**src/hw/rtl/time_sliced_servo_pwm_assert.svh**
```systemverilog
// ----------------------------------------------------------------------------
// Servo PWM assertion macros
// Shared property macros for the time-sliced servo PWM generator.
// ----------------------------------------------------------------------------
`ifndef TIME_SLICED_SERVO_PWM_ASSERT_SVH
`define TIME_SLICED_SERVO_PWM_ASSERT_SVH

// Consequent must hold in the same cycle as the antecedent.
`define TSSP_ASSERT_NOW(label, clk, rst_n, ante, cons) \
    label: assert property (@(posedge clk) disable iff (!(rst_n)) (ante) |-> (cons)) \
        else $error("servo pwm check failed");

// Consequent must hold in the cycle after the antecedent.
`define TSSP_ASSERT_NEXT(label, clk, rst_n, ante, cons) \
    label: assert property (@(posedge clk) disable iff (!(rst_n)) (ante) |=> (cons)) \
        else $error("servo pwm check failed");

`endif

```
**src/hw/rtl/tssp_pkg.sv**
```systemverilog
// ----------------------------------------------------------------------------
// tssp_pkg
// Types and constants shared by the time-sliced servo PWM generator.
// ----------------------------------------------------------------------------
package tssp_pkg;

    localparam int SERVO_COUNT = 8;

    localparam int CNT_W   = 16;
    localparam int PULSE_W = 16;
    localparam int STEP_W  = 8;
    localparam int IDX_W   = 8;
    localparam int ANGLE_W = 8;
    localparam int PIN_W   = 8;
    localparam int CUR_W   = 3;
    localparam int CFG_IDX_W  = 2;
    localparam int CFG_DATA_W = 16;

    localparam logic [CNT_W-1:0]   RST_SLOT_PERIOD = 16'd60000;
    localparam logic [PULSE_W-1:0] RST_MIN_PULSE   = 16'd1500;
    localparam logic [STEP_W-1:0]  RST_DEGREE_STEP = 8'd32;
    localparam logic [PULSE_W-1:0] RST_PULSE_WIDTH = 16'd1000;

    localparam logic [ANGLE_W-1:0] MAX_ANGLE = 8'd180;

    // Pins that exist; the rest are tied low.
    localparam logic [PIN_W-1:0] CHAN_MASK = PIN_W'((1 << SERVO_COUNT) - 1);

    localparam logic CMD_TICK      = 1'b0;
    localparam logic CMD_SET_ANGLE = 1'b1;

    typedef enum logic [CFG_IDX_W-1:0] {
        CFG_SLOT_PERIOD = 2'd0,
        CFG_MIN_PULSE   = 2'd1,
        CFG_DEGREE_STEP = 2'd2
    } t_cfg_reg;

    typedef struct packed {
        logic               ok;
        logic [PULSE_W-1:0] width;
    } t_pulse_req;

endpackage

```
**src/hw/rtl/tssp_pulse_calc.sv**
```systemverilog
// ----------------------------------------------------------------------------
// tssp_pulse_calc
// Checks a set-angle command and turns the angle into a saturated pulse width.
// ----------------------------------------------------------------------------
module tssp_pulse_calc (
    input  logic [tssp_pkg::IDX_W-1:0]   i_servo_index,
    input  logic [tssp_pkg::ANGLE_W-1:0] i_angle_deg,
    input  logic [tssp_pkg::PULSE_W-1:0] i_min_pulse,
    input  logic [tssp_pkg::STEP_W-1:0]  i_degree_step,
    output tssp_pkg::t_pulse_req         o_req
);

    localparam int PROD_W = tssp_pkg::ANGLE_W + tssp_pkg::STEP_W;
    localparam int SUM_W  = PROD_W + 1;

    logic [PROD_W-1:0] prod;
    logic [SUM_W-1:0]  sum;
    logic              idx_ok;
    logic              ang_ok;

    assign prod   = PROD_W'(i_angle_deg) * PROD_W'(i_degree_step);
    assign sum    = SUM_W'(i_min_pulse) + SUM_W'(prod);
    assign idx_ok = 9'(i_servo_index) < 9'(tssp_pkg::SERVO_COUNT);
    assign ang_ok = i_angle_deg <= tssp_pkg::MAX_ANGLE;

    always_comb begin
        o_req.ok = idx_ok && ang_ok;
        // saturate to the widest pulse the counter can reach
        if (sum[SUM_W-1:tssp_pkg::PULSE_W] != '0) begin
            o_req.width = '1;
        end else begin
            o_req.width = sum[tssp_pkg::PULSE_W-1:0];
        end
    end

endmodule

```
**src/hw/rtl/time_sliced_servo_pwm.sv**
```systemverilog
// ----------------------------------------------------------------------------
// time_sliced_servo_pwm
// Time-multiplexed servo pulse generator with a stream in and a stream out.
// ----------------------------------------------------------------------------
// Each input beat is a timer tick (tuser = 0) or a set-angle command
// (tuser = 1); each gives exactly one output beat with all pin levels and the
// slot_start / accepted flags. The block takes one beat per clock: a beat is
// registered on entry, worked by combinational logic and placed in the output
// register, so throughput is one beat per cycle as long as the output side is
// ready. The config port is always ready and must be written only while no
// beats are in flight.
// ----------------------------------------------------------------------------
module time_sliced_servo_pwm (
    input  logic                              i_clk,
    input  logic                              i_rst_n,
    // stream in
    input  logic                              s_axis_tvalid,
    output logic                              s_axis_tready,
    input  logic [15:0]                       s_axis_tdata,  // [7:0] servo_index, [15:8] angle_deg
    input  logic                              s_axis_tuser,  // [0] command
    // stream out
    output logic                              m_axis_tvalid,
    input  logic                              m_axis_tready,
    output logic [7:0]                        m_axis_tdata,  // [7:0] pin_levels
    output logic [1:0]                        m_axis_tuser,  // [0] slot_start, [1] accepted
    // config writes
    input  logic                              i_cfg_valid,
    output logic                              o_cfg_ready,
    input  logic [tssp_pkg::CFG_IDX_W-1:0]    i_cfg_index,
    input  logic [tssp_pkg::CFG_DATA_W-1:0]   i_cfg_data
);

    localparam int CNT_W   = tssp_pkg::CNT_W;
    localparam int PULSE_W = tssp_pkg::PULSE_W;
    localparam int CUR_W   = tssp_pkg::CUR_W;
    localparam int PIN_W   = tssp_pkg::PIN_W;

    // config registers
    logic [CNT_W-1:0]            r_slot_period;
    logic [PULSE_W-1:0]          r_min_pulse;
    logic [tssp_pkg::STEP_W-1:0] r_degree_step;

    // input stage
    logic                         r_in_valid;
    logic                         r_in_cmd;
    logic [tssp_pkg::IDX_W-1:0]   r_in_idx;
    logic [tssp_pkg::ANGLE_W-1:0] r_in_angle;

    // generator state
    logic [CNT_W-1:0]   r_slot_counter;
    logic [CUR_W-1:0]   r_cursor;
    logic [PULSE_W-1:0] r_pulse_widths [tssp_pkg::SERVO_COUNT];
    logic [PULSE_W-1:0] r_compare;
    logic [PIN_W-1:0]   r_pins;

    // output stage
    logic               r_out_valid;
    logic [PIN_W-1:0]   r_out_pins;
    logic               r_out_slot_start;
    logic               r_out_accepted;

    logic               advance;
    logic               tick;
    logic               set_cmd;
    logic               wrap;
    logic [CUR_W:0]     cur_inc;
    logic [CNT_W-1:0]   n_slot_counter;
    logic [CUR_W-1:0]   n_cursor;
    logic [PULSE_W-1:0] n_compare;
    logic [PIN_W-1:0]   n_pins;
    logic [PIN_W-1:0]   cur_bit;

    tssp_pkg::t_pulse_req pulse_req;

    tssp_pulse_calc u_pulse_calc (
        .i_servo_index (r_in_idx),
        .i_angle_deg   (r_in_angle),
        .i_min_pulse   (r_min_pulse),
        .i_degree_step (r_degree_step),
        .o_req         (pulse_req)
    );

    assign advance       = !r_out_valid || m_axis_tready;
    assign s_axis_tready = !r_in_valid || advance;
    assign o_cfg_ready   = 1'b1;

    assign tick    = advance && r_in_valid && (r_in_cmd == tssp_pkg::CMD_TICK);
    assign set_cmd = advance && r_in_valid && (r_in_cmd == tssp_pkg::CMD_SET_ANGLE);

    assign wrap    = r_slot_counter >= r_slot_period;
    assign cur_inc = {1'b0, r_cursor} + (CUR_W+1)'(1);

    always_comb begin
        n_slot_counter = r_slot_counter + CNT_W'(1);
        n_cursor       = r_cursor;
        n_compare      = r_compare;
        n_pins         = r_pins;
        if (wrap) begin
            n_slot_counter = '0;
            if (cur_inc >= (CUR_W+1)'(tssp_pkg::SERVO_COUNT)) begin
                n_cursor = '0;
            end else begin
                n_cursor = cur_inc[CUR_W-1:0];
            end
        end
        cur_bit = PIN_W'(1) << n_cursor;
        if (wrap) begin
            n_pins    = n_pins | cur_bit;
            n_compare = r_pulse_widths[n_cursor];
        end
        // compare runs on the new count, after a possible set on wrap
        if (n_slot_counter == n_compare) begin
            n_pins = n_pins & ~cur_bit;
        end
        n_pins = n_pins & tssp_pkg::CHAN_MASK;
    end

    always_ff @(posedge i_clk) begin
        if (!i_rst_n) begin
            r_slot_period  <= tssp_pkg::RST_SLOT_PERIOD;
            r_min_pulse    <= tssp_pkg::RST_MIN_PULSE;
            r_degree_step  <= tssp_pkg::RST_DEGREE_STEP;
            r_in_valid     <= 1'b0;
            r_out_valid    <= 1'b0;
            r_slot_counter <= '0;
            r_cursor       <= '0;
            r_compare      <= '0;
            r_pins         <= '0;
            for (int i = 0; i < tssp_pkg::SERVO_COUNT; i++) begin
                r_pulse_widths[i] <= tssp_pkg::RST_PULSE_WIDTH;
            end
        end else begin
            if (i_cfg_valid) begin
                case (i_cfg_index)
                    tssp_pkg::CFG_SLOT_PERIOD: r_slot_period <= i_cfg_data;
                    tssp_pkg::CFG_MIN_PULSE:   r_min_pulse   <= i_cfg_data;
                    tssp_pkg::CFG_DEGREE_STEP: r_degree_step <= i_cfg_data[tssp_pkg::STEP_W-1:0];
                    default: ;
                endcase
            end

            if (s_axis_tready) begin
                r_in_valid <= s_axis_tvalid;
            end
            if (advance) begin
                r_out_valid <= r_in_valid;
            end

            if (tick) begin
                r_slot_counter <= n_slot_counter;
                r_cursor       <= n_cursor;
                r_compare      <= n_compare;
                r_pins         <= n_pins;
            end
            if (set_cmd && pulse_req.ok) begin
                r_pulse_widths[r_in_idx[CUR_W-1:0]] <= pulse_req.width;
            end
        end

        // payload registers
        if (s_axis_tready) begin
            r_in_cmd   <= s_axis_tuser;
            r_in_idx   <= s_axis_tdata[7:0];
            r_in_angle <= s_axis_tdata[15:8];
        end
        if (advance) begin
            r_out_pins       <= (r_in_cmd == tssp_pkg::CMD_TICK) ? n_pins : r_pins;
            r_out_slot_start <= (r_in_cmd == tssp_pkg::CMD_TICK) && wrap;
            r_out_accepted   <= (r_in_cmd == tssp_pkg::CMD_SET_ANGLE) && pulse_req.ok;
        end
    end

    assign m_axis_tvalid = r_out_valid;
    assign m_axis_tdata  = r_out_pins;
    assign m_axis_tuser  = {r_out_accepted, r_out_slot_start};

`include "time_sliced_servo_pwm_assert.svh"

    `TSSP_ASSERT_NOW(a_flags_exclusive, i_clk, i_rst_n, m_axis_tvalid, !(m_axis_tuser[0] && m_axis_tuser[1]))
    `TSSP_ASSERT_NEXT(a_wrap_clears_count, i_clk, i_rst_n, tick && wrap, r_slot_counter == '0)
    `TSSP_ASSERT_NOW(a_cursor_in_range, i_clk, i_rst_n, 1'b1, 32'(r_cursor) < 32'(tssp_pkg::SERVO_COUNT))
    `TSSP_ASSERT_NEXT(a_set_stores, i_clk, i_rst_n, set_cmd && pulse_req.ok, r_pulse_widths[$past(r_in_idx[CUR_W-1:0])] == $past(pulse_req.width))

endmodule

```
**config.mk**
```make
export PLATFORM = sky130hd
export DESIGN_NAME = time_sliced_servo_pwm
export DESIGN_NICKNAME = d
export VERILOG_FILES = /design/src/hw/rtl/tssp_pkg.sv /design/src/hw/rtl/tssp_pulse_calc.sv /design/src/hw/rtl/time_sliced_servo_pwm.sv
export VERILOG_INCLUDE_DIRS = /design/src /design/src/hw/rtl
export SDC_FILE = /design/constraint.sdc
export NUM_CORES = 1
export LEC_CHECK = 0
export ABC_AREA = 1
export BUFFER_PORTS_ARGS = -buffer_cell sky130_fd_sc_hd__buf_2
export CAP_MARGIN = 20
export CORE_ASPECT_RATIO = 0.7
export CORE_MARGIN = 1
export CORE_UTILIZATION = 34
export CTS_CLUSTER_SIZE = 12
export DETAILED_ROUTE_END_ITERATION = 16
export PLACE_DENSITY = 0.51
export REMOVE_ABC_BUFFERS = 1
export SYNTH_ARGS = -nofsm -noshare
export SYNTH_HDL_FRONTEND = slang
export SYNTH_SLANG_ARGS = --single-unit
```
**constraint.sdc**
```tcl
create_clock -name i_clk -period 13.5 [get_ports i_clk]
set_clock_uncertainty 0.15 [all_clocks]
set_input_delay 0 -clock i_clk [delete_from_list [all_inputs] [get_ports i_clk]]
set_output_delay 0 -clock i_clk [all_outputs]
set_load 0.1 [all_outputs]
```
==> results of run 1 <==
==> flip-flops by register name, indices dropped and copies added (netlist names) <==
name / count
r_compare: 16
r_slot_counter: 16
r_pins: 8
r_in_idx: 8
r_in_valid: 1
r_out_slot_start: 1
r_in_angle: 8
r_pulse_widths: 128
r_in_cmd: 1
r_slot_period: 16
r_min_pulse: 16
m_axis_tvalid: 1
m_axis_tdata: 8
r_cursor: 3
r_degree_step: 8
r_out_accepted: 1
==> path summary, 6_finish.rpt <==
| check | start | endpoint | slack, ns | cells after the start |
|---|---|---|---|---|
| max | r_in_angle[0] | r_pulse_widths[5][3] | 7.42 | 23 |
| min | s_axis_tdata[2] | r_in_idx[2] | 0.02 | 2 |
| max reg2reg | r_in_angle[0] | r_pulse_widths[5][3] | 7.42 | 23 |
| min reg2reg | r_slot_period[1] | r_slot_period[1] | 0.31 | 2 |
==> final cells by class <==
cell class	instances	area [sq um]	area share
diodes	1	2.50	0.000150
clock buffers	40	787	0.0471
clock inverters	9	101	0.00607
inverters	376	1410	0.0845
multi-input cells	1113	6310	0.378
flip-flops and latches	240	6360	0.381
well taps	544	681	0.0408
repair buffers	132	1050	0.0631
==> routing by layer <==
| metal | wire length [um] | vias up | GRT usage | share of wire |
|---|---|---|---|---|
| li1 | - | 5767 | - | - |
| met1 | 20200 | 5341 | 0.284 | 0.50 |
| met2 | 16300 | 290 | 0.272 | 0.41 |
| met3 | 2660 | 44 | 0.0356 | 0.066 |
| met4 | 852 | 0 | 0.0373 | 0.021 |
| met5 | 0 | - | 0 | 0 |
==> synthesized netlist by cell type, types with 6 or more instances <==
master | number | area (sq um)
nand2_2 | 11 | 68.8
fa_1 | 51 | 1020
xnor2_1 | 8 | 70.1
nand2_1 | 516 | 1940
or2_2 | 21 | 131
nand3_2 | 16 | 160
inv_1 | 372 | 1400
o21ai_1 | 17 | 85.1
a21o_1 | 6 | 45.0
buf_2 | 26 | 130
ha_1 | 54 | 676
a21oi_1 | 81 | 405
dfxtp_1 | 85 | 1700
nor2_1 | 102 | 383
clkbuf_1 | 50 | 188
nand3_1 | 102 | 510
edfxtp_1 | 155 | 4650
o211ai_1 | 15 | 113
o21ai_0 | 75 | 375
nand4_1 | 6 | 37.5
==> cell families (layout without fill, tap and decap cells) <==
family | after synthesis | in the layout | synth area share
AND/OR/NAND/NOR | 790 | 790 | 0.232
other | 1 | 2 | 0.000259
buffers and inverters | 462 | 557 | 0.127
AO/OA/AOI/OAI | 204 | 204 | 0.0769
XOR/XNOR | 13 | 13 | 0.00787
flip-flops | 240 | 240 | 0.439
adder cells (fa/ha/maj) | 105 | 105 | 0.117
==> report_power, final <==
part           switching, mW  leakage [nW]  internal, mW  total (mW)
Combinational          0.258          5.57         0.118       0.376
Clock                  0.319         0.437         0.441       0.760
Sequential            0.0196          2.15         0.807       0.826
Total                  0.597          8.16          1.37        1.96
==> per-stage QoR <==
stage	util	setup WS, ns
2_1_floorplan	-	8.24
3_3_place_gp	0.364	7.55
3_5_place_dp	0.364	7.54
4_1_cts	0.402	7.51
5_1_grt	0.402	7.09
6_report	0.402	7.42
==> impl_metrics.ini, run 1 <==
[layout]
drive_gt1_frac = 0.0932
fin_area_sq_um = 16700
nFillCells = 4233
final_common_cell = nand2_1
fin_cells = 2455
mostFrequentLayoutCells = nand2_1 (516), inv_1 (372), edfxtp_1 (155), nand3_1 (102), nor2_1 (94)
syn_to_final_growth_pct = 15.4
nets = 2035

[cts]
clock-sinks = 240
htree_levels = 1
tritoncts = built
path_clk_slew_ns = 0.06
cts_resized = 0
postCtsSetupBuffers = 0
hold_buffers = 68
root_buffer = clkbuf_16
cts_made_buffers = 27
clock_latency_ns = 0.56
clockBufferDepth = 3

[grt]
grt_max_degree = 73
overflow = 0
antenna_found_initial = 0
grtUsageTotal = 0.186
grt_pass1_wl_um = 62700
grt_pass1_vias = 10900

[sta]
rsz0062_at_grt = no
maxSlewViolCount = 0
maxSlewHeadroom = 0.256
hold_viol = 0
fin_setup_tns_ns = 0
setup_viol = 0
period_minus_slack_ns = 6.08
worst_hold_slack_ns = 0.0172
fmax_mhz = 165
worst_pin_slew_ns = 1.11
fin_crit_sh = 0.450

[logic_synthesis]
async_flop_share = 0
ys_types = 43
syn_inst = 1815
ys_ff_latch = 240
synth_ff_type = edfxtp_1
synth_area_sq_um = 14500
synth.avg_cell_area_sq_um = 7.97
synth_edf_count = 155
synth_seq_area_share = 0.439
ys_warn_count = 0

[die]
die_w_um = 249
rows = 62
die-area_sq_um = 43400
pin_count = 53
initial_utilization = 0.349
die_y_um = 175
coreArea_sq_um = 41500

[setup_path]
critPathMaxStageDelay_ns = 0.68
critPathRequiredTime_ns = 13.63
cp-start-kind = flop
crit_path_cell_trace = nand2_1 > fa_1 > fa_1 > inv_1 > fa_1 > inv_1 > fa_1 > inv_1 > ha_1 > a21oi_1 > nand2_1 > nand3_1 > nand2_1 > a21o_1 > a21oi_1 > o21ai_1 > nand2_1 > nand2_1 > a21o_1 > nand2_1 > nand2_1 > nor2_1 > nand2_1
crit_buf_inv = 3
cp_common_cell = nand2_1
crit_fanout = 14
path_class = flop to flop
crit_path_top_delay_cell = nor2_1
worst_setup_path_end_kind = flop
crit_family = adder cells
worstPathArrival_ns = 6.21

[pwr]
p_per_area_nw_per_um2 = 118
totalPowerFinal_mw = 1.96
ir_drop_mv = 0.0955
p_leak_nw = 8.16

[placement]
portBuffers = 51
placed_area_sq_um = 15100
gp_congestion = 0.829
dp_hpwl_um = 27000
dpl.cell_count = 2336

[routing]
drc = 0
drt_pass1_iterations = 7
wirelength_um = 40000
vias = 11400
wl_per_cell_um = 16.3
detail-route-antenna-nets = 0
via_per_inst = 4.66
dr.first_iter.drc_count = 980

[min_path]
min_path_type = primary input to flop

[run]
drv_cap = 0

[status]
outcome = completed
Note: power is estimated with default switching activity, not from simulation.
==> run 2: changes to the inputs <==
==> constraint.sdc (replaced) <==
create_clock -name i_clk -period 5.85 [get_ports i_clk]
set_clock_uncertainty 0.15 [all_clocks]
set_input_delay 0 -clock i_clk [delete_from_list [all_inputs] [get_ports i_clk]]
set_output_delay 0 -clock i_clk [all_outputs]
set_load 0.1 [all_outputs]
==> run 2 against run 1 <==
Net effect:
- maximum frequency increased by 10%
- via count grew 2.6%
- hold slack gained 0.011 ns
- critical path depth rose by 2
- register-to-register slack lost 7.1 ns
- wire length rose by 0.87%
- final cell count grew 1.8%
- critical path type unchanged
- critical endpoint is now r_pulse_widths[0][9]
- largest cell class unchanged
- highest routed layer unchanged
==> impl_metrics.ini, run 2 (synthesis gave the netlist of run 1 again) <==
[die]
die-area_sq_um = 43400
die_w_um = 249
initial_utilization = 0.349
rows = 62
pin_count = 53
coreArea_sq_um = 41500
die_y_um = 175

[placement]
portBuffers = 51
placed_area_sq_um = 15500
dp_hpwl_um = 28100
dpl.cell_count = 2385
gp_congestion = 0.822
post-place-ws_ns = 0.152

[setup_path]
crit_family = adder cells
critPathRequiredTime_ns = 5.99
critPathMaxStageDelay_ns = 0.55
worstPathArrival_ns = 5.66
crit_fanout = 8
cp-start-kind = flop
crit_buf_inv = 7
crit_path_top_delay_cell = fa_1
worst_setup_path_end_kind = flop
cp_common_cell = nand2_1
path_class = flop to flop

[sta]
hold_viol = 0
fin_crit_sh = 0.943
maxSlewHeadroom = 0.491
worst_slack_ns = 0.331
fmax_mhz = 181
period_minus_slack_ns = 5.52
maxSlewViolCount = 0
worst_pin_slew_ns = 0.760
fin_setup_tns_ns = 0
setup_viol = 0

[pwr]
p_per_area_nw_per_um2 = 265
totalPowerFinal_mw = 4.50
p_leak_nw = 8.38
ir_drop_mv = 0.200

[layout]
regMostFlops = r_pulse_widths
fin_cells = 2500
n_antenna_cell = 0
drive_gt1_frac = 0.120
fin_area_sq_um = 17000
nets = 2081
syn_to_final_growth_pct = 17.4
final_common_cell = nand2_1
largest_register_ff_count = 128
mostFrequentLayoutCells = nand2_1 (515), inv_1 (372), edfxtp_1 (155), nand3_1 (102), nor2_1 (93)

[cts]
cts_made_buffers = 26
clockBufferDepth = 3
path_clk_slew_ns = 0.07
clock-sinks = 240
htree_levels = 1
tritoncts = built
clock_latency_ns = 0.55
root_buffer = clkbuf_16

[status]
outcome = completed

[routing]
drc = 0
via_per_inst = 4.70
vias = 11700
wirelength_um = 40300
detail-route-antenna-nets = 0
wl_per_cell_um = 16.1
drt_pass1_iterations = 5
dr.first_iter.drc_count = 994

[grt]
antenna_found_initial = 0
grt_pass1_wl_um = 63400
grt_pass1_vias = 11100
grtUsageTotal = 0.187
overflow = 0
grt_max_degree = 87

[min_path]
min_path_type = primary input to flop

[run]
drv_cap = 0
-- run 2: cell count changes in the layout (fill, tap and decap cells not counted), moves of 2 or more --
cell / before / now
clkbuf_2: 1 / 6
dlygate4sd3_1: 68 / 65
bufinv_16: 2 / 0
buf_4: 12 / 61
-- run 2: worst paths after layout --
path	start	to	slack [ns]	depth (start not counted)
setup / recovery	r_in_angle[4]	r_pulse_widths[0][9]	0.33	25
hold / removal	s_axis_tdata[5]	r_in_idx[5]	0.03	2
setup reg to reg	r_in_angle[4]	r_pulse_widths[0][9]	0.33	25
hold reg to reg	r_slot_period[7]	r_slot_period[7]	0.32	2
-- run 2: what timing repair did --
item | in CTS | in global routing
buffers inserted | 0 | 2
endpoints found under the setup margin | 0 | 112
gates resized for setup | 0 | 8
hold endpoints to repair | 82 | 0
hold buffers | 65 | 0
-- run 2: cell type report --
type	instances	area, sq um
Clock inverter	4	27.5
Clock buffer	44	791
Tap cell	544	681
Sequential cell	240	6360
Inverter	376	1410
Timing Repair Buffer	179	1400
Fill cell	4145	24500
Multi-Input combinational cell	1113	6330
-- run 2: metrics by stage --
| step | utilization | hold slack [ns] |
|---|---|---|
| 6_report | 0.409 | 0.0285 |
| 5_1_grt | 0.409 | 0.0228 |
| 3_3_place_gp | 0.373 | 0.0266 |
| 4_1_cts | 0.408 | 0.000891 |
| 2_1_floorplan | - | -0.0659 |
| 3_5_place_dp | 0.373 | 0.0288 |
-- run 2: metal layers --
layer / share of wire / vias up / global-route usage
met3: 0.044 / 32 / 0.0225
met5: 0 / - / 0
met4: 0.013 / 0 / 0.0308
met1: 0.53 / 5593 / 0.292
li1: - / 5861 / -
met2: 0.41 / 256 / 0.278
-- run 2: power breakdown --
group,switching [mW],internal [mW]
logic,0.641,0.336
clock network,0.700,0.919
registers,0.0386,1.86
total,1.38,3.12
-- run 2: worst register-to-register path: stages (launching register included) --
cell and delay (ns):
edfxtp_1 0.49, buf_4 0.20, nand2_1 0.06, inv_1 0.04, fa_1 0.47, fa_1 0.53
fa_1 0.55, inv_1 0.05, fa_1 0.53, inv_1 0.04, ha_1 0.34, a21oi_1 0.14
nand2_1 0.09, a21o_1 0.17, a21oi_2 0.14, o21ai_1 0.08, nand2_1 0.10, nand2_1 0.06
a21o_1 0.16, nand2_1 0.07, nand2_2 0.11, buf_4 0.18, buf_4 0.14, nor2_2 0.12
buf_4 0.18, nand2_1 0.07
==> run 3: changes to the inputs <==
--- a/config.mk
+++ b/config.mk
@@ -6,7 +6,7 @@
 export SDC_FILE = /design/constraint.sdc
 export NUM_CORES = 1
 export LEC_CHECK = 0
-export ABC_AREA = 1
+export ABC_AREA = 0
 export BUFFER_PORTS_ARGS = -buffer_cell sky130_fd_sc_hd__buf_2
 export CAP_MARGIN = 20
 export CORE_ASPECT_RATIO = 0.7
==> run 3 against run 2 <==
Net effect:
- synthesized cell count is 21% lower
- synthesized area is 3.7% lower
- register-to-register slack worse by 0.04 ns
==> impl_metrics.ini, run 3 <==
[status]
outcome = completed

[sta]
worst_slack_ns = 0.289
fmax_mhz = 180
period_minus_slack_ns = 5.56
fin_setup_tns_ns = 0
maxSlewViolCount = 0
maxSlewHeadroom = 0.230
hold_viol = 0
rsz0062_at_grt = no
fin_crit_sh = 0.951
setup_viol = 0
worst_pin_slew_ns = 1.15

[pwr]
p_per_area_nw_per_um2 = 261
totalPowerFinal_mw = 4.26
ir_drop_mv = 0.161
p_leak_nw = 6.18

[die]
die_y_um = 171
initial_utilization = 0.348
die_w_um = 244
pin_count = 53
die-area_sq_um = 41800
coreArea_sq_um = 40100
rows = 61

[placement]
placed_area_sq_um = 14900
portBuffers = 51
gp_congestion = 0.844
dp_hpwl_um = 30500
dpl.cell_count = 1992
post-place-ws_ns = 0.187

[setup_path]
cp_common_cell = fa_1
path_class = flop to flop
cp-start-kind = flop
worst_setup_path_end_kind = flop
crit_path_cell_trace = and2_1 > fa_1 > fa_1 > inv_1 > fa_1 > fa_1 > inv_1 > ha_1 > inv_1 > o21ai_0 > a21oi_1 > o21ai_1 > a211oi_2 > o31ai_1 > a21oi_1 > xor2_1 > buf_4 > nor2_1 > buf_4 > nand2_1
crit_fanout = 14
critPathRequiredTime_ns = 5.95
rr_endpoint = r_pulse_widths[0][9]
reg2regPathDepth = 20
r2r_start = r_in_angle[1]
crit_buf_inv = 5
worstPathArrival_ns = 5.66
crit_family = adder cells
critPathMaxStageDelay_ns = 0.54
rrSetupSlack_ns = 0.29
critical_path.startpoint = r_in_angle[1]
crit_path_top_delay_cell = edfxtp_1

[logic_synthesis]
synth_top_area_share = 0.334
ys_ff_latch = 240
synth_commonest_cells = nand2_1 (193), nor2_1 (176), edfxtp_1 (155)
synth_edf_count = 155
synth_top_cell_by_area = edfxtp_1
synth_seq_area_share = 0.456
ys_types = 74
ys_top_cells_by_area = edfxtp_1 (33%), dfxtp_1 (12%), fa_1 (7.3%)
synth.avg_cell_area_sq_um = 9.68
syn_inst = 1440
synth_ff_type = edfxtp_1
synth_area_sq_um = 13900
async_flop_share = 0
synth_most_common_cell = nand2_1
ys_warn_count = 0

[layout]
nets = 1692
syn_to_final_growth_pct = 17.1
largest_register_ff_count = 128
fin_area_sq_um = 16300
final_common_cell = nand2_1
fin_cells = 2100
mostFrequentLayoutCells = nand2_1 (193), nor2_1 (176), edfxtp_1 (155), inv_1 (129), dfxtp_1 (82)
regMostFlops = r_pulse_widths
drive_gt1_frac = 0.113

[grt]
grt_use_met2 = 0.294
grt_pass1_vias = 10600
use_met3 = 0.0560
grt_pass1_wl_um = 65500
antenna_found_initial = 0
use_met1 = 0.321
overflow = 0
busiest_layer = met1
grtUsageTotal = 0.210
grt_max_degree = 57

[routing]
vias = 10900
dr.first_iter.drc_count = 967
via_per_inst = 5.21
wirelength_um = 43600
wl_per_cell_um = 20.7
drt_pass1_iterations = 5
detail-route-antenna-nets = 0
drc = 0

[min_path]
min_to = r_in_angle[5]
holdCritStartpoint = s_axis_tdata[13]
hold_depth = 2
min_path_type = primary input to flop

[cts]
root_buffer = clkbuf_16
path_clk_slew_ns = 0.06
clockBufferDepth = 3
cts_made_buffers = 26
clock_latency_ns = 0.55
htree_levels = 1
clock-sinks = 240
tritoncts = built

[run]
drv_cap = 0
==> run 3: where the power goes <==
| group | internal, mW | switching (mW) | leakage [nW] |
|---|---|---|---|
| Combinational | 0.293 | 0.495 | 3.64 |
| Sequential | 1.84 | 0.0314 | 2.15 |
| Clock | 0.901 | 0.699 | 0.394 |
| Total | 3.03 | 1.23 | 6.18 |
==> run 3: worst register-to-register path, delay by kind of cell (launching register included) <==
kind | cells | cell delay (ns)
adder cells (fa/ha/maj) | 5 | 2.30
AO/OA/AOI/OAI | 6 | 1.13
flip-flops | 1 | 0.54
buffers and inverters | 5 | 0.51
AND/OR/NAND/NOR | 3 | 0.46
XOR/XNOR | 1 | 0.15
==> run 3: stage by stage <==
step | util | hold slack, ns
3_5_place_dp | 0.371 | 0.0281
6_report | 0.407 | 0.0130
4_1_cts | 0.406 | 0.000870
3_3_place_gp | 0.371 | 0.0272
2_1_floorplan | - | -0.0881
5_1_grt | 0.407 | 0.00176
==> run 3: timing repair <==
| item | CTS | global route |
|---|---|---|
| hold buffers | 57 | 0 |
| endpoints found under the setup margin | 0 | 120 |
| resized for setup | 0 | 5 |
| endpoints found under the hold margin | 60 | 0 |
| buffers inserted | 0 | 3 |
==> run 3: kinds of logic (layout without fill, tap and decap cells) <==
kind of cell               after synthesis  after routing  share of synthesized area
DFF                                    240            240                      0.456
muxes                                   60             60                     0.0472
other                                    1              3                   0.000269
adders and majority gates              105            105                      0.122
buffers and inverters                  211            334                     0.0611
AOI/OAI and AO/OA                      250            250                      0.117
and+or+nand+nor                        537            537                      0.174
xor gates and xnor gates                36             36                     0.0226
==> run 3: final cells by class <==
cell class                      instances  area [sq um]
Antenna cell                            2          5.00
Inverter                              130           488
Multi-Input combinational cell        989          6750
Clock buffer                           38           767
Timing Repair Buffer                  160          1240
Tap cell                              535           669
Sequential cell                       240          6360
Clock inverter                          6          32.5
Fill cell                            3894         23800
==> run 3: how the worst max path moves through the flow <==
| stage | to | slack, ns | cells after the start |
|---|---|---|---|
| after floorplan | m_axis_tdata[0] | -0.36 | 11 |
| after global placement | r_pulse_widths[3][8] | 0.21 | 20 |
| after detailed placement | r_pulse_widths[0][9] | 0.19 | 22 |
| after CTS | r_pulse_widths[2][8] | 0.14 | 22 |
| after global routing | r_pulse_widths[2][9] | 0.02 | 20 |
| final | r_pulse_widths[0][9] | 0.29 | 20 |
==> run 3: metal layers <==
metal,routed length (um),vias to the layer above
li1,-,5181
met1,22000,5383
met2,17200,344
met3,3650,38
met4,636,0
met5,0,-
